### config.mk
export PLATFORM = sky130hd
export DESIGN_NAME = keyed_fnv_tag_sign_verify_flat
export DESIGN_NICKNAME = d
export VERILOG_FILES = /design/src/sv/kft_pkg.sv /design/src/sv/kft_ifs.sv /design/src/sv/kft_round.sv /design/src/sv/keyed_fnv_tag_sign_verify.sv /design/src/flat_wrapper.sv
export VERILOG_INCLUDE_DIRS = /design/src /design/src/sv
export SDC_FILE = /design/constraint.sdc
export NUM_CORES = 1
export LEC_CHECK = 0
export ABC_AREA = 0
export CORE_ASPECT_RATIO = 0.75
export CORE_UTILIZATION = 45
export DETAILED_ROUTE_END_ITERATION = 6
export DONT_BUFFER_PORTS = 1
export PLACE_DENSITY_LB_ADDON = 0.25
export SETUP_SLACK_MARGIN = 0.4
export SLEW_MARGIN = 25
export SYNTH_ARGS = -nofsm -noshare
export SYNTH_HDL_FRONTEND = slang
export SYNTH_HIERARCHICAL = 1
export SYNTH_SLANG_ARGS = --single-unit
### constraint.sdc
create_clock -name i_clk -period 7.8 [get_ports i_clk]
set_clock_uncertainty 0.15 [all_clocks]
set_input_delay 1.56 -clock i_clk [delete_from_list [all_inputs] [get_ports i_clk]]
set_output_delay 1.56 -clock i_clk [all_outputs]
set_load 0.1 [all_outputs]
### src/sv/assert_macros.svh
// assertion helpers shared by the rtl
`ifndef ASSERT_MACROS_SVH
`define ASSERT_MACROS_SVH

// checked every clock edge outside reset
`define KFT_ASSERT(label, prop, msg) \
    label: assert property (@(posedge i_clk) disable iff (!i_rst_n) prop) else $error(msg);

// checked every clock edge, reset included
`define KFT_ASSERT_ALWAYS(label, prop, msg) \
    label: assert property (@(posedge i_clk) prop) else $error(msg);

`endif

### src/sv/kft_pkg.sv
`default_nettype none

package kft_pkg;

    typedef logic [31:0] t_hash;
    typedef logic [15:0] t_tag;
    typedef logic [7:0]  t_byte;
    typedef logic [7:0]  t_len;
    typedef logic [2:0]  t_status;
    typedef logic [2:0]  t_count;
    typedef logic [1:0]  t_phase;

    localparam t_hash FNV_BASIS = 32'd2166136261;
    localparam t_hash FNV_PRIME = 32'd16777619;
    localparam t_len  MAX_BODY  = 8'd31;
    localparam t_count MAX_SECRET = 3'd4;
    localparam t_count TAG_DIGITS = 3'd4;
    localparam t_hash SECRET_WORD_RESET = 32'd1296183862;
    localparam t_count SECRET_LEN_RESET = 3'd4;

    // operations
    localparam logic OP_SIGN   = 1'b0;
    localparam logic OP_VERIFY = 1'b1;

    // register indexes
    localparam logic CFG_SECRET_WORD = 1'b0;
    localparam logic CFG_SECRET_LEN  = 1'b1;

    // result codes
    localparam t_status STS_OK        = 3'd0;
    localparam t_status STS_NO_PREFIX = 3'd1;
    localparam t_status STS_NO_SEP    = 3'd2;
    localparam t_status STS_BAD_LEN   = 3'd3;
    localparam t_status STS_NO_DIGITS = 3'd4;
    localparam t_status STS_MISMATCH  = 3'd5;

    // tail parser phases
    localparam t_phase TP_IDLE   = 2'd0;
    localparam t_phase TP_WANT_C = 2'd1;
    localparam t_phase TP_DIGITS = 2'd2;
    localparam t_phase TP_DONE   = 2'd3;

    localparam t_byte CH_BAR  = 8'h7C;
    localparam t_byte CH_C    = 8'h43;

    function automatic t_byte prefix_char(input logic [2:0] idx);
        t_byte c;
        case (idx)
            3'd0: c = 8'h49;   // I
            3'd1: c = 8'h4F;   // O
            3'd2: c = 8'h54;   // T
            3'd3: c = 8'h31;   // 1
            default: c = CH_BAR;
        endcase
        return c;
    endfunction

    // bit 4 set when the byte is a hex digit, low nibble its value
    function automatic logic [4:0] hex_digit(input t_byte b);
        logic [4:0] r;
        if (b >= 8'h30 && b <= 8'h39) begin
            r = {1'b1, b[3:0]};
        end else if ((b >= 8'h41 && b <= 8'h46) || (b >= 8'h61 && b <= 8'h66)) begin
            r = {1'b1, b[3:0] + 4'd9};
        end else begin
            r = 5'd0;
        end
        return r;
    endfunction

    function automatic t_tag fold16(input t_hash h);
        return h[31:16] ^ h[15:0];
    endfunction

endpackage

`default_nettype wire

### src/sv/kft_ifs.sv
`default_nettype none

interface kft_in_if;
    logic           valid;
    logic           ready;
    logic           operation;
    kft_pkg::t_byte data_byte;
    logic           last_byte;

    modport source (output valid, output operation, output data_byte, output last_byte,
                    input ready);
    modport sink   (input valid, input operation, input data_byte, input last_byte,
                    output ready);
endinterface

interface kft_out_if;
    logic             valid;
    logic             ready;
    kft_pkg::t_status status;
    kft_pkg::t_tag    computed_tag;
    kft_pkg::t_tag    received_tag;
    kft_pkg::t_len    body_length;

    modport source (output valid, output status, output computed_tag, output received_tag,
                    output body_length, input ready);
    modport sink   (input valid, input status, input computed_tag, input received_tag,
                    input body_length, output ready);
endinterface

`default_nettype wire

### src/sv/kft_round.sv
`default_nettype none

// one fnv-1a round: xor in the byte, multiply by the prime
module kft_round (
    input  wire kft_pkg::t_hash i_hash,
    input  wire kft_pkg::t_byte i_byte,
    output kft_pkg::t_hash      o_hash
);
    import kft_pkg::*;

    t_hash w_mix;

    assign w_mix  = i_hash ^ {24'd0, i_byte};
    assign o_hash = w_mix * FNV_PRIME;

endmodule

`default_nettype wire

### src/sv/keyed_fnv_tag_sign_verify.sv
// keyed fnv-1a tag signer and verifier
//
// i_in carries one message word per handshake (operation, data_byte,
// last_byte); the operation is taken from the first word of a message.
// o_out carries one result word per message, produced only for the word
// marked last_byte. i_cfg_we / i_cfg_idx / i_cfg_data write the secret
// word (index 0) and the secret length (index 1); the user must do this only
// while the block is idle, as the block itself does not enforce it.
//
// each word is accepted in ST_IDLE and then passes through the shared fnv
// round unit in ST_BYTE; no new word is accepted until it is through. the
// last word then runs it once per secret byte (0 to 4 rounds) in ST_KEY,
// and the result goes from ST_DONE into the output register.
//
// the result sits in an output register; new words are accepted while it
// waits. a second result waits inside the block until the first is taken,
// and input is held off meanwhile.
// reset (synchronous, active low) restores the default secret and clears
// any partly received message.

`default_nettype none

`include "assert_macros.svh"

module keyed_fnv_tag_sign_verify (
    input  wire                  i_clk,
    input  wire                  i_rst_n,
    kft_in_if.sink               i_in,
    kft_out_if.source            o_out,
    input  wire                  i_cfg_we,
    input  wire [0:0]            i_cfg_idx,
    input  wire kft_pkg::t_hash  i_cfg_data
);
    import kft_pkg::*;

    // sequencer states
    localparam logic [1:0] ST_IDLE = 2'd0;
    localparam logic [1:0] ST_BYTE = 2'd1;
    localparam logic [1:0] ST_KEY  = 2'd2;
    localparam logic [1:0] ST_DONE = 2'd3;

    logic [1:0] r_state, n_state;

    // configuration
    t_hash  r_secret;
    t_count r_secret_len;

    // latched word
    t_byte  r_byte;
    logic   r_last;

    // message state
    t_hash  r_run_hash, n_run_hash;
    t_hash  r_saved_hash, n_saved_hash;
    t_len   r_saved_len, n_saved_len;
    t_len   r_count, n_count;
    logic   r_prefix_ok, n_prefix_ok;
    logic   r_sep_seen, n_sep_seen;
    t_phase r_phase, n_phase;
    t_count r_digits, n_digits;
    t_tag   r_tag, n_tag;
    logic   r_mode, n_mode;
    logic   r_ended, n_ended;
    logic   r_open, n_open;

    // keying accumulator and round counter
    t_hash  r_acc, n_acc;
    t_count r_kcnt, n_kcnt;

    // result register
    logic    r_out_valid;
    t_status r_status;
    t_tag    r_ctag, r_rtag;
    t_len    r_blen;

    logic    w_accept;
    logic    w_load;
    t_count  w_nsec;
    t_byte   w_secret_byte;
    t_hash   w_unit_h;
    t_byte   w_unit_b;
    t_hash   w_unit_out;
    logic [4:0] w_hex;
    t_tag    w_fold;
    t_status w_status;
    t_tag    w_ctag, w_rtag;
    t_len    w_blen;

    assign w_accept = i_in.valid && i_in.ready;
    assign i_in.ready = (r_state == ST_IDLE);

    // secret length 5..7 behaves as 4
    assign w_nsec = (r_secret_len > MAX_SECRET) ? MAX_SECRET : r_secret_len;

    // secret bytes go first byte from the top
    always_comb begin
        case (r_kcnt[1:0])
            2'd0:    w_secret_byte = r_secret[31:24];
            2'd1:    w_secret_byte = r_secret[23:16];
            2'd2:    w_secret_byte = r_secret[15:8];
            default: w_secret_byte = r_secret[7:0];
        endcase
    end

    // the one round unit: message bytes in ST_BYTE, secret bytes in ST_KEY
    assign w_unit_h = (r_state == ST_KEY) ? r_acc : r_run_hash;
    assign w_unit_b = (r_state == ST_KEY) ? w_secret_byte : r_byte;

    kft_round u_round (
        .i_hash (w_unit_h),
        .i_byte (w_unit_b),
        .o_hash (w_unit_out)
    );

    assign w_hex  = hex_digit(r_byte);
    assign w_fold = fold16(r_acc);

    // result fields from the finished message
    always_comb begin
        w_status = STS_OK;
        w_ctag   = '0;
        w_rtag   = '0;
        w_blen   = '0;
        if (r_mode == OP_SIGN) begin
            w_ctag = w_fold;
            w_blen = r_count;
        end else if (!r_prefix_ok || r_count < 8'd5) begin
            w_status = STS_NO_PREFIX;
        end else if (!r_sep_seen || r_phase == TP_IDLE || r_phase == TP_WANT_C) begin
            w_status = STS_NO_SEP;
        end else begin
            w_ctag = w_fold;
            w_rtag = r_tag;
            w_blen = r_saved_len;
            if (r_saved_len == 8'd0 || r_saved_len > MAX_BODY) begin
                w_status = STS_BAD_LEN;
            end else if (r_digits == 3'd0) begin
                w_status = STS_NO_DIGITS;
            end else if (w_fold != r_tag) begin
                w_status = STS_MISMATCH;
            end
        end
    end

    // result may enter the output register once it is free or being taken
    assign w_load = (r_state == ST_DONE) && (!r_out_valid || o_out.ready);

    always_comb begin
        n_state      = r_state;
        n_run_hash   = r_run_hash;
        n_saved_hash = r_saved_hash;
        n_saved_len  = r_saved_len;
        n_count      = r_count;
        n_prefix_ok  = r_prefix_ok;
        n_sep_seen   = r_sep_seen;
        n_phase      = r_phase;
        n_digits     = r_digits;
        n_tag        = r_tag;
        n_mode       = r_mode;
        n_ended      = r_ended;
        n_open       = r_open;
        n_acc        = r_acc;
        n_kcnt       = r_kcnt;

        case (r_state)
            ST_IDLE: begin
                if (w_accept) begin
                    if (!r_open) begin
                        n_mode = i_in.operation;
                        n_open = 1'b1;
                    end
                    n_state = ST_BYTE;
                end
            end
            ST_BYTE: begin
                if (!r_ended) begin
                    if (r_byte == 8'd0) begin
                        n_ended = 1'b1;
                    end else begin
                        if (r_mode == OP_VERIFY) begin
                            if (r_count < 8'd5 && r_byte != prefix_char(r_count[2:0])) begin
                                n_prefix_ok = 1'b0;
                            end
                            if (r_byte == CH_BAR) begin
                                n_saved_hash = r_run_hash;
                                n_saved_len  = r_count;
                                n_sep_seen   = 1'b1;
                                n_phase      = TP_WANT_C;
                                n_digits     = '0;
                                n_tag        = '0;
                            end else if (r_phase == TP_WANT_C) begin
                                n_phase = (r_byte == CH_C) ? TP_DIGITS : TP_IDLE;
                            end else if (r_phase == TP_DIGITS) begin
                                if (!w_hex[4]) begin
                                    n_phase = TP_DONE;
                                end else begin
                                    n_tag    = {r_tag[11:0], w_hex[3:0]};
                                    n_digits = r_digits + 3'd1;
                                    if (r_digits + 3'd1 >= TAG_DIGITS) begin
                                        n_phase = TP_DONE;
                                    end
                                end
                            end
                        end
                        n_run_hash = w_unit_out;
                        if (r_count != 8'hFF) begin
                            n_count = r_count + 8'd1;
                        end
                    end
                end
                if (r_last) begin
                    n_acc   = (r_mode == OP_VERIFY) ? n_saved_hash : n_run_hash;
                    n_kcnt  = '0;
                    n_state = ST_KEY;
                end else begin
                    n_state = ST_IDLE;
                end
            end
            ST_KEY: begin
                if (r_kcnt < w_nsec) begin
                    n_acc  = w_unit_out;
                    n_kcnt = r_kcnt + 3'd1;
                end else begin
                    n_state = ST_DONE;
                end
            end
            default: begin
                if (w_load) begin
                    n_run_hash   = FNV_BASIS;
                    n_saved_hash = FNV_BASIS;
                    n_saved_len  = '0;
                    n_count      = '0;
                    n_prefix_ok  = 1'b1;
                    n_sep_seen   = 1'b0;
                    n_phase      = TP_IDLE;
                    n_digits     = '0;
                    n_tag        = '0;
                    n_mode       = OP_SIGN;
                    n_ended      = 1'b0;
                    n_open       = 1'b0;
                    n_state      = ST_IDLE;
                end
            end
        endcase
    end

    always_ff @(posedge i_clk) begin
        if (!i_rst_n) begin
            r_state      <= ST_IDLE;
            r_secret     <= SECRET_WORD_RESET;
            r_secret_len <= SECRET_LEN_RESET;
            r_run_hash   <= FNV_BASIS;
            r_saved_hash <= FNV_BASIS;
            r_saved_len  <= '0;
            r_count      <= '0;
            r_prefix_ok  <= 1'b1;
            r_sep_seen   <= 1'b0;
            r_phase      <= TP_IDLE;
            r_digits     <= '0;
            r_tag        <= '0;
            r_mode       <= OP_SIGN;
            r_ended      <= 1'b0;
            r_open       <= 1'b0;
            r_kcnt       <= '0;
            r_out_valid  <= 1'b0;
        end else begin
            r_state      <= n_state;
            r_run_hash   <= n_run_hash;
            r_saved_hash <= n_saved_hash;
            r_saved_len  <= n_saved_len;
            r_count      <= n_count;
            r_prefix_ok  <= n_prefix_ok;
            r_sep_seen   <= n_sep_seen;
            r_phase      <= n_phase;
            r_digits     <= n_digits;
            r_tag        <= n_tag;
            r_mode       <= n_mode;
            r_ended      <= n_ended;
            r_open       <= n_open;
            r_kcnt       <= n_kcnt;
            if (i_cfg_we) begin
                case (i_cfg_idx)
                    CFG_SECRET_WORD: r_secret     <= i_cfg_data;
                    CFG_SECRET_LEN:  r_secret_len <= i_cfg_data[2:0];
                    default: ;
                endcase
            end
            if (w_load) begin
                r_out_valid <= 1'b1;
            end else if (o_out.ready) begin
                r_out_valid <= 1'b0;
            end
        end
    end

    // payload registers, no reset needed
    always_ff @(posedge i_clk) begin
        r_acc <= n_acc;
        if (w_accept) begin
            r_byte <= i_in.data_byte;
            r_last <= i_in.last_byte;
        end
        if (w_load) begin
            r_status <= w_status;
            r_ctag   <= w_ctag;
            r_rtag   <= w_rtag;
            r_blen   <= w_blen;
        end
    end

    assign o_out.valid        = r_out_valid;
    assign o_out.status       = r_status;
    assign o_out.computed_tag = r_ctag;
    assign o_out.received_tag = r_rtag;
    assign o_out.body_length  = r_blen;

    `KFT_ASSERT(a_one_word_per_pass, w_accept |=> !i_in.ready, "word accepted while busy")
    `KFT_ASSERT(a_key_rounds_bounded, (r_state == ST_KEY) |-> (r_kcnt <= w_nsec), "too many key rounds")
    `KFT_ASSERT(a_digits_bounded, r_digits <= TAG_DIGITS, "more than four tag digits")
    `KFT_ASSERT(a_result_after_last, (r_state == ST_DONE) |-> (r_last && r_open), "result without last word")

endmodule

`default_nettype wire
### src/flat_wrapper.sv
// flat-port wrapper written by rule: the top's interface ports become plain ports
module keyed_fnv_tag_sign_verify_flat import kft_pkg::*;
  (i_clk, i_rst_n, i_cfg_we, i_cfg_idx, i_cfg_data, i_in_valid, i_in_operation, i_in_data_byte, i_in_last_byte, i_in_ready, o_out_valid, o_out_status, o_out_computed_tag, o_out_received_tag, o_out_body_length, o_out_ready);
  kft_in_if i_in_i ();
  kft_out_if o_out_i ();
  input  wire i_clk;
  input  wire i_rst_n;
  input  wire i_cfg_we;
  input  wire [0:0] i_cfg_idx;
  input  wire kft_pkg::t_hash i_cfg_data;
  input wire logic [$bits(i_in_i.valid)-1:0] i_in_valid;
  input wire logic [$bits(i_in_i.operation)-1:0] i_in_operation;
  input wire logic [$bits(i_in_i.data_byte)-1:0] i_in_data_byte;
  input wire logic [$bits(i_in_i.last_byte)-1:0] i_in_last_byte;
  output wire logic [$bits(i_in_i.ready)-1:0] i_in_ready;
  output wire logic [$bits(o_out_i.valid)-1:0] o_out_valid;
  output wire logic [$bits(o_out_i.status)-1:0] o_out_status;
  output wire logic [$bits(o_out_i.computed_tag)-1:0] o_out_computed_tag;
  output wire logic [$bits(o_out_i.received_tag)-1:0] o_out_received_tag;
  output wire logic [$bits(o_out_i.body_length)-1:0] o_out_body_length;
  input wire logic [$bits(o_out_i.ready)-1:0] o_out_ready;
  assign i_in_i.valid = i_in_valid;
  assign i_in_i.operation = i_in_operation;
  assign i_in_i.data_byte = i_in_data_byte;
  assign i_in_i.last_byte = i_in_last_byte;
  assign i_in_ready = i_in_i.ready;
  assign o_out_valid = o_out_i.valid;
  assign o_out_status = o_out_i.status;
  assign o_out_computed_tag = o_out_i.computed_tag;
  assign o_out_received_tag = o_out_i.received_tag;
  assign o_out_body_length = o_out_i.body_length;
  assign o_out_i.ready = o_out_ready;
  keyed_fnv_tag_sign_verify u_core (.i_clk(i_clk), .i_rst_n(i_rst_n), .i_in(i_in_i), .o_out(o_out_i), .i_cfg_we(i_cfg_we), .i_cfg_idx(i_cfg_idx), .i_cfg_data(i_cfg_data));
endmodule
==> metrics.md, run 1 <==
| Metric | Value |
|---|---|
| Outcome | finished clean |
| Final Hold Violating Endpoints | 0 |
| DRC Markers | 0 |
| Achievable Freq | 139 MHz |
| Final setup vio count | 0 |
| Maximum capacitance violations | 0 |
| Via count | 13.3k |
| Worst Path Buf+Inv | 5 |
| Final cell count without fillers | 2,304 |
| CP Launch Type | flop |
| Sequential fraction of the synthesis area | 32.1% |
| DIE HEIGHT | 170 um |
| First-pass GRT wire length | 72,300 um |
| WHS | 0.309 ns |
| Worst Reg2Reg Path Length in Cells | 27 |
| DR pass1 iterations | 7 |
| Seq cells post-synth | 231 |
| EDFF count, synth | 84 |
| Fillers | 3,465 |
| Critical path depth | 27 |
| Final instance area | 18,700 sq um |
| CTS sink count | 231 |
| Worst-Margin Slew | 1.05 ns |
| CTS tree | done |
| Vias in the first global route | 12.5k |
| Initial drt markers | 1,279 |
| CP Capture Type | flop |
| Core area | 37,200 sq um |
| Overall routed net length | 46,300 um |
| Vias/cell | 5.78 |
| ANT cells | 0 |
| DP Cell Count | 2,252 |
| Most Frequent Cell on Critical Path | ha_1 |
| CTS Hold Bufs | 0 |
| Layout area overhead | 9.89% |
| H-tree depth reported by CTS | 1 |
| Ys flop type | dfxtp_1 |
| CP top delay family | adder cells |
| Tcrit/Tclk final | 92.4% |
| Clock latency on the worst-skew pair | 0.53 ns |
| Num rows | 61 |
| Crit-path max FO | 8 |
| GRT Total Usage | 24.0% |
| Crit path time final | 7.21 ns |
| Clk root buf | clkbuf_16 |
| Pins over their slew limit | 0 |
| Synth Warn # | 6 |
| CP peak stage delay | 0.47 ns |
| Post-synth ARST share | 0% |
| Mapped Cells | 1,805 |
| RSZ-0062 raised after global routing | yes |
| DR WL/cell | 20.1 um |
| Grt total ovfl | 0 |
| Largest area contributor in the netlist | dfxtp_1 |
| Die ar. | 38,600 sq um |
| Worst endpoint required time | 7.99 ns |
| Syn avg cell area | 9.43 sq um |
| Top cells by count, synth | 213 x inv_1, 205 x ha_1, 182 x nand2_1 |
| Slowest CP cell | fa_1 |
| Area share of the largest cell type after synthesis | 17.3% |
| Final GP Congestion | 0.887 |
| Port bufs | 0 |
| Critical path class | reg -> reg |
| Initial antenna violation count | 0 |
| Largest net degree at the start of global routing | 80 |
| Final core utilization | 50.3% |
| Die Width | 227 um |
| CTS max path bufs | 3 |
| Nets | 2,109 |
| Post-DP Area | 17,500 sq um |
| Clk pin slew, worst setup/hold paths | 0.06 ns |
| Worst min path class | reg -> reg |
| Hold depth | 2 |
| Max_slew headroom | 30.1% |
| Syn Nets | 2,132 |
| DP HPWL | 33,900 um |
| Starting density of the core | 45.8% |
| Final antenna-violating net count | 0 |
| Arr. time, crit path | 7.40 ns |
| Number of library cell types mapped by synthesis | 87 |
| CTS Buf Count | 24 |
| Synthesized area | 17,000 sq um |
| # IOs | 93 |
| Ranking of synthesized cells by area | dfxtp_1 17%, ha_1 15%, edfxtp_1 15%, fa_1 8.7%, inv_1 4.7% |
| Most frequent cell after synthesis | inv_1 |
| Layout cells sized above 1 | 10.1% |
[registers in the layout, summed over array words and instances (netlist names), 16 cells and up]
signal and flops:
u_core/r_secret 32, u_core/o_out.received_tag 16, u_core/r_acc 32, u_core/r_tag 16
u_core/r_run_hash 32, u_core/o_out.computed_tag 16, u_core/r_saved_hash 32
[area by class of cell]
class / instances / area (sq um) / share of cell area [%]
clock buffers: 34 / 732 / 3.92
well taps: 504 / 631 / 3.37
flip-flops and latches: 231 / 5470 / 29.3
inverters: 214 / 807 / 4.32
clock inverters: 10 / 91.3 / 0.489
multi-input cells: 1279 / 10700 / 57.3
repair buffers: 32 / 244 / 1.31
[cells by family after synthesis]
family          after synthesis  synth area share (%)
simple gates                483                  13.7
fa+ha+maj                   279                  23.8
flops                       231                  32.1
xor+xnor                     89                  4.58
mux                          73                  4.57
buf+inv                     295                  6.82
compound gates              355                  14.4
[worst paths after layout]
check / start / to / slack (ns)
setup / recovery: u_core/r_kcnt[0] / u_core/r_acc[29] / 0.59
hold / removal: u_core/r_secret_len[0] / u_core/r_secret_len[0] / 0.31
setup reg to reg: u_core/r_kcnt[0] / u_core/r_acc[29] / 0.59
hold reg to reg: u_core/r_secret_len[0] / u_core/r_secret_len[0] / 0.31
[layout by cell type (no fill, tap or decap), types with 5 or more instances in the layout]
cell       Yosys  layout
o21ai_0       42      40
nand2b_1       9       7
ha_1         205     196
a222oi_1       8       8
o21a_1         8       8
a21o_1        12      11
o31ai_1        9       8
nand3_1       80      78
edfxtp_1      84      84
xnor2_1       56      52
nand4_1       16      16
o2111ai_1      5       5
and2_1        18      18
or3_1          5       5
o21bai_1       6       6
mux2_2        37      37
dfxtp_1      147     145
nor2b_1       40      39
fa_1          74      74
nor3_1         5       5
xor2_1        33      30
nand2_1      182     182
o211ai_1       9       9
a21oi_1       91      89
and3_1         6       6
clkbuf_16      0      27
or4_1          9       9
mux2i_1       36      36
a22oi_1       37      37
o22ai_1       34      34
buf_4          3      31
a221oi_1      32      29
inv_1        213     210
a211oi_2       3       5
o21ai_1       11      12
ha_4           0       6
nor2_1        83      80
[metal layers]
metal | track usage (%) | vias up | routed length, um
li1 | - | 6277 | -
met1 | 38.0 | 6458 | 23000
met2 | 34.2 | 539 | 19100
met3 | 3.59 | 41 | 3650
met4 | 3.58 | 0 | 605
met5 | 0 | - | 0
[worst reg2reg max path: cells and delay by family (launching register included)]
kind | cells | cell delay (ns)
buffers and inverters | 5 | 0.56
xor gates and xnor gates | 2 | 0.46
adders and majority gates | 9 | 3.00
DFF | 1 | 0.38
muxes | 2 | 0.48
and+or+nand+nor | 2 | 0.48
AOI/OAI and AO/OA | 7 | 1.53
[stage by stage]
| step | TNS, ns | worst slack [ns] |
|---|---|---|
| 6_report | 0 | 0.594 |
| 4_1_cts | 0 | 0.397 |
| 2_1_floorplan | 0 | 0.586 |
| 3_5_place_dp | -0.122 | -0.0649 |
| 5_1_grt | 0 | 0.342 |
| 3_3_place_gp | 0 | 0.0986 |
[repair_timing]
item                       in CTS  in global routing
resized for setup              14                 36
setup endpoints to repair      17                 23
pin swaps                       2                 13
setup buffers                   1                  7
hold endpoints to repair        0                  0
Power of run 1 is left out: the tool's default activity adds up to more than one toggle a clock period on the data nets, which glitch-free logic cannot reach.
==> inputs of run 2 (changes only) <==
==> constraint.sdc (replaced) <==
create_clock -name i_clk -period 6.76 [get_ports i_clk]
set_clock_uncertainty 0.15 [all_clocks]
set_input_delay 1.352 -clock i_clk [delete_from_list [all_inputs] [get_ports i_clk]]
set_output_delay 1.352 -clock i_clk [all_outputs]
set_load 0.1 [all_outputs]
==> run 2 against run 1 <==
Effect of this change: via count up 4.6%; maximum frequency increased by 7.0%; global-route usage increased by 1.4 points; first-iteration DRC count grew 0.78%; non-clock buffer count increased by 114; sequential share of layout area decreased by 2.4 points; hold slack got worse by 0.0062 ns; worst setup slack got worse by 0.57 ns; flip-flop and latch count stayed put; critical path type unchanged; largest cell class unchanged; highest routed layer unchanged.
==> metrics.md, run 2 (synthesis gave the netlist of run 1 again) <==
| Metric | Value |
|---|---|
| CP top delay family | adder cells |
| CTS tree | done |
| Final instance area | 20,300 sq um |
| Final Hold Violating Endpoints | 0 |
| DIE HEIGHT | 170 um |
| Crit-path max FO | 8 |
| CP Launch Type | flop |
| Via count | 13.9k |
| GRT Total Usage | 25.3% |
| Most Frequent Cell on Critical Path | ha_4 |
| # IOs | 93 |
| Outcome | finished clean |
| Tcrit/Tclk final | 99.7% |
| Max_slew headroom | 25.9% |
| DR pass1 iterations | 7 |
| Num rows | 61 |
| Layout area overhead | 19.6% |
| Worst min path class | reg -> reg |
| Vias/cell | 5.77 |
| Arr. time, crit path | 6.95 ns |
| RSZ-0062 raised after global routing | yes |
| Vias in the first global route | 13.4k |
| Slowest CP cell | fa_1 |
| Worst-Margin Slew | 1.11 ns |
| WHS | 0.303 ns |
| Most common cell after layout, fill and taps aside | inv_1 |
| Crit path time final | 6.74 ns |
| Initial drt markers | 1,289 |
| Commonest non-fill, non-tap cells in the layout | 194 x inv_1, 176 x nand2_1, 170 x ha_1 |
| Pins over their slew limit | 0 |
| Layout cells sized above 1 | 20.9% |
| Initial antenna violation count | 0 |
| DR WL/cell | 20.4 um |
| Core area | 37,200 sq um |
| Nets | 2,221 |
| CP Capture Type | flop |
| Worst endpoint required time | 6.97 ns |
| Clk pin slew, worst setup/hold paths | 0.07 ns |
| Final antenna-violating net count | 0 |
| DRC Markers | 0 |
| Achievable Freq | 148 MHz |
| CTS max path bufs | 3 |
| Final GP Congestion | 0.907 |
| Critical path class | reg -> reg |
| First-pass GRT wire length | 75,800 um |
| Clk root buf | clkbuf_16 |
| H-tree depth reported by CTS | 1 |
| DP HPWL | 35,300 um |
| Final setup vio count | 0 |
| Largest net degree at the start of global routing | 81 |
| Maximum capacitance violations | 0 |
| Starting density of the core | 45.8% |
| CP peak stage delay | 0.49 ns |
| CTS sink count | 231 |
| Die Width | 227 um |
| Worst Path Buf+Inv | 6 |
| CTS Buf Count | 22 |
| Grt total ovfl | 0 |
| Clock latency on the worst-skew pair | 0.54 ns |
| Die ar. | 38,600 sq um |
| Port bufs | 0 |
| ANT cells | 0 |
| Overall routed net length | 49,400 um |
| Post-DP Area | 18,400 sq um |
-- run 2: cell count changes in the layout (fill, tap and decap cells not counted), sizes merged --
cell      previous run  this run
inv                215       214
clkinv               4         7
buf                 32       145
clkinvlp             4         0
bufinv               1         0
-- run 2: metal layers --
metal  up-vias  global-route usage [%]  share of wire [%]
li1       6500                       -                  -
met1      6807                    37.7                 47
met2       559                    36.1                 42
met3        61                    6.96                9.8
met4         0                    5.26                1.8
met5         -                       0                  0
-- run 2: per-stage QoR --
stage                     utilization (%)  std cells  setup WS (ns)  setup TNS, ns
after floorplan                         -       1805          0.245              0
after global placement               49.4       2332         -0.147         -0.532
after detailed placement             49.4       2332         -0.318          -2.14
after CTS                            52.6       2390         0.0746              0
after global routing                 54.7       2414         -0.119         -0.626
final                                54.7       2414         0.0228              0
-- run 2: final cells by class --
| cell class | instances | area (sq um) |
|---|---|---|
| clock buffer | 33 | 642 |
| clock inverter | 7 | 53.8 |
| fill | 3284 | 16800 |
| tap | 504 | 631 |
| timing repair buffer | 146 | 1220 |
| multi-input combinational | 1279 | 11500 |
| sequential | 231 | 5470 |
| inverter | 214 | 811 |
-- run 2: what timing repair did --
item | in CTS | in global routing
setup endpoints to repair | 31 | 34
resized for setup | 68 | 121
hold buffers | 0 | 0
pin swaps | 59 | 61
buffers inserted | 18 | 24
-- run 2: final timing paths --
| kind | from | endpoint | slack (ns) | cells past startpoint |
|---|---|---|---|---|
| worst max-delay path | u_core/r_kcnt[1] | u_core/r_acc[29] | 0.02 | 28 |
| worst min-delay path | u_core/r_secret_len[0] | u_core/r_secret_len[0] | 0.30 | 2 |
| worst max register to register | u_core/r_kcnt[1] | u_core/r_acc[29] | 0.02 | 28 |
| worst min register to register | u_core/r_secret_len[0] | u_core/r_secret_len[0] | 0.30 | 2 |
-- run 2: worst min-delay path: stages (launching register included) --
cell	delay [ns]
dfxtp_1	0.30
nand2_1	0.05
a21oi_1	0.05
Power of run 2 is left out for the same reason.
==> inputs of run 3 (changes only) <==
--- a/config.mk
+++ b/config.mk
@@ -13,7 +13,7 @@
 export DONT_BUFFER_PORTS = 1
 export PLACE_DENSITY_LB_ADDON = 0.25
 export SETUP_SLACK_MARGIN = 0.4
-export SLEW_MARGIN = 25
+export SLEW_MARGIN = 15
 export SYNTH_ARGS = -nofsm -noshare
 export SYNTH_HDL_FRONTEND = slang
 export SYNTH_HIERARCHICAL = 1
==> constraint.sdc (replaced) <==
create_clock -name i_clk -period 8.2 [get_ports i_clk]
set_clock_uncertainty 0.15 [all_clocks]
set_input_delay 1.64 -clock i_clk [delete_from_list [all_inputs] [get_ports i_clk]]
set_output_delay 1.64 -clock i_clk [all_outputs]
set_load 0.1 [all_outputs]
==> run 3 against run 2 <==
Effect of this change: non-clock buffer count fell by 127; critical path depth down 1; wire length down 6.5%; flip-flop and latch count stayed put; critical path type unchanged.
==> metrics.md, run 3 (synthesis gave the netlist of run 1 again) <==
| Metric | Value |
|---|---|
| ANT cells | 0 |
| CP top delay family | adder cells |
| CTS sink count | 231 |
| Tcrit/Tclk final | 90.0% |
| Grt total ovfl | 0 |
| CTS Hold Bufs | 0 |
| Pins over their slew limit | 0 |
| Via count | 13.2k |
| Max_slew headroom | 17.1% |
| First-pass GRT wire length | 71,800 um |
| CP peak stage delay | 0.62 ns |
| DR WL/cell | 20.2 um |
| Routed met1 length | 22,600 um |
| FF-to-FF setup slack | 0.82 ns |
| Achievable Freq | 135 MHz |
| Initial antenna violation count | 2 |
| Die Width | 227 um |
| Vias in the first global route | 12.4k |
| Final antenna-violating net count | 0 |
| Reg-to-Reg End | u_core/r_acc[29] |
| CTS tree | done |
| Arr. time, crit path | 7.58 ns |
| CP Launch Type | flop |
| Nets | 2,094 |
| CP Capture Type | flop |
| Core area | 37,200 sq um |
| Hold endpoint | u_core/r_secret_len[1] |
| Layout area overhead | 7.66% |
| Commonest non-fill, non-tap cells in the layout | 211 x inv_1, 201 x ha_1, 182 x nand2_1 |
| DP HPWL | 34,300 um |
| RSZ-0062 raised after global routing | no |
| # IOs | 93 |
| Worst-Margin Slew | 1.24 ns |
| Hold depth | 2 |
| Met2 WL | 18,800 um |
| Worst Reg2Reg Path Length in Cells | 27 |
| GRT Total Usage | 24.1% |
| Critical path class | reg -> reg |
| Maximum capacitance violations | 0 |
| Slowest CP cell | a2111oi_4 |
| Worst min path class | reg -> reg |
| Final GP Congestion | 0.904 |
| Initial drt markers | 1,058 |
| H-tree depth reported by CTS | 1 |
| Routed length on met3 | 4030 um |
| CTS Buf Count | 22 |
| CTS max path bufs | 3 |
| Starting density of the core | 45.8% |
| Port bufs | 0 |
| DIE HEIGHT | 170 um |
| Final core utilization | 49.3% |
| Crit path time final | 7.38 ns |
| Outcome | finished clean |
| Top Metal Used | met5 |
| Worst endpoint required time | 8.40 ns |
| Crit-path max FO | 8 |
| Setup TNS | 0 ns |
| Most common cell after layout, fill and taps aside | inv_1 |
| Final instance area | 18,300 sq um |
| Final Hold Violating Endpoints | 0 |
| Num rows | 61 |
| Worst Path Buf+Inv | 5 |
| Vias/cell | 5.75 |
| DR pass1 iterations | 6 |
| Post-DP Area | 17,500 sq um |
| Clk root buf | clkbuf_16 |
| Die ar. | 38,600 sq um |
| Min-delay src | u_core/r_secret_len[1] |
| Overall routed net length | 46,100 um |
| Final setup vio count | 0 |
| Layout cells sized above 1 | 8.13% |
| Worst r2r src | u_core/r_kcnt[0] |
| Largest net degree at the start of global routing | 80 |
| Clock latency on the worst-skew pair | 0.52 ns |
| DRC Markers | 0 |
| Clk pin slew, worst setup/hold paths | 0.07 ns |
==> run 3: cell count changes in the layout (fill, tap and decap cells not counted), moves of 10 or more <==
| cell | delta |
|---|---|
| a22oi_1 | +10 |
| buf_4 | -101 |
| inv_2 | -15 |
| ha_1 | +31 |
| a22oi_2 | -10 |
| a21oi_2 | -10 |
| buf_6 | -19 |
| inv_1 | +17 |
| a21oi_1 | +10 |
| ha_4 | -24 |
| o21ai_0 | +12 |
==> run 3: worst max path at each step <==
stage,depth (start not counted),slack (ns),startpoint,endpoint
floorplan,27,0.99,u_core/r_state[0],u_core/r_acc[29]
global placement,28,0.64,u_core/r_kcnt[0],u_core/r_acc[28]
detailed placement,26,0.41,u_core/r_kcnt[0],u_core/r_acc[22]
CTS,26,0.43,u_core/r_kcnt[0],u_core/r_acc[29]
global route,27,0.39,u_core/r_kcnt[0],u_core/r_acc[29]
finish,27,0.82,u_core/r_kcnt[0],u_core/r_acc[29]
==> run 3: what timing repair did <==
| item | in CTS | in global routing |
|---|---|---|
| endpoints found under the setup margin | 2 | 22 |
| resized for setup | 1 | 20 |
| endpoints found under the hold margin | 0 | 0 |
| pin swaps | 0 | 4 |
| buffers inserted | 0 | 2 |
==> run 3: metrics by stage <==
step           setup slack (ns)  std cells  hold slack, ns
2_1_floorplan             0.986       1805           0.282
6_report                  0.817       2287           0.309
3_5_place_dp              0.412       2245           0.301
5_1_grt                   0.393       2287           0.333
3_3_place_gp              0.644       2245           0.296
4_1_cts                   0.429       2285           0.310
==> run 3: tightest hold or removal path: stages (launching register included) <==
cell and delay [ns]:
dfxtp_1 0.31, nand2_1 0.05, a21oi_1 0.05
==> run 3: layout make-up <==
cell class | instances | area [sq um]
fillers | 3446 | 18900
multi-input cells | 1279 | 10500
flip-flops and latches | 231 | 5470
inverters | 214 | 803
well taps | 504 | 631
clock buffers | 25 | 583
clock inverters | 15 | 165
repair buffers | 19 | 143
==> run 3: routing by layer <==
layer	vias to the layer above	GRT usage [%]
li1	6249	-
met1	6323	36.6
met2	526	34.7
met3	53	5.33
met4	2	3.91
met5	-	0
Power of run 3 is left out for the same reason.
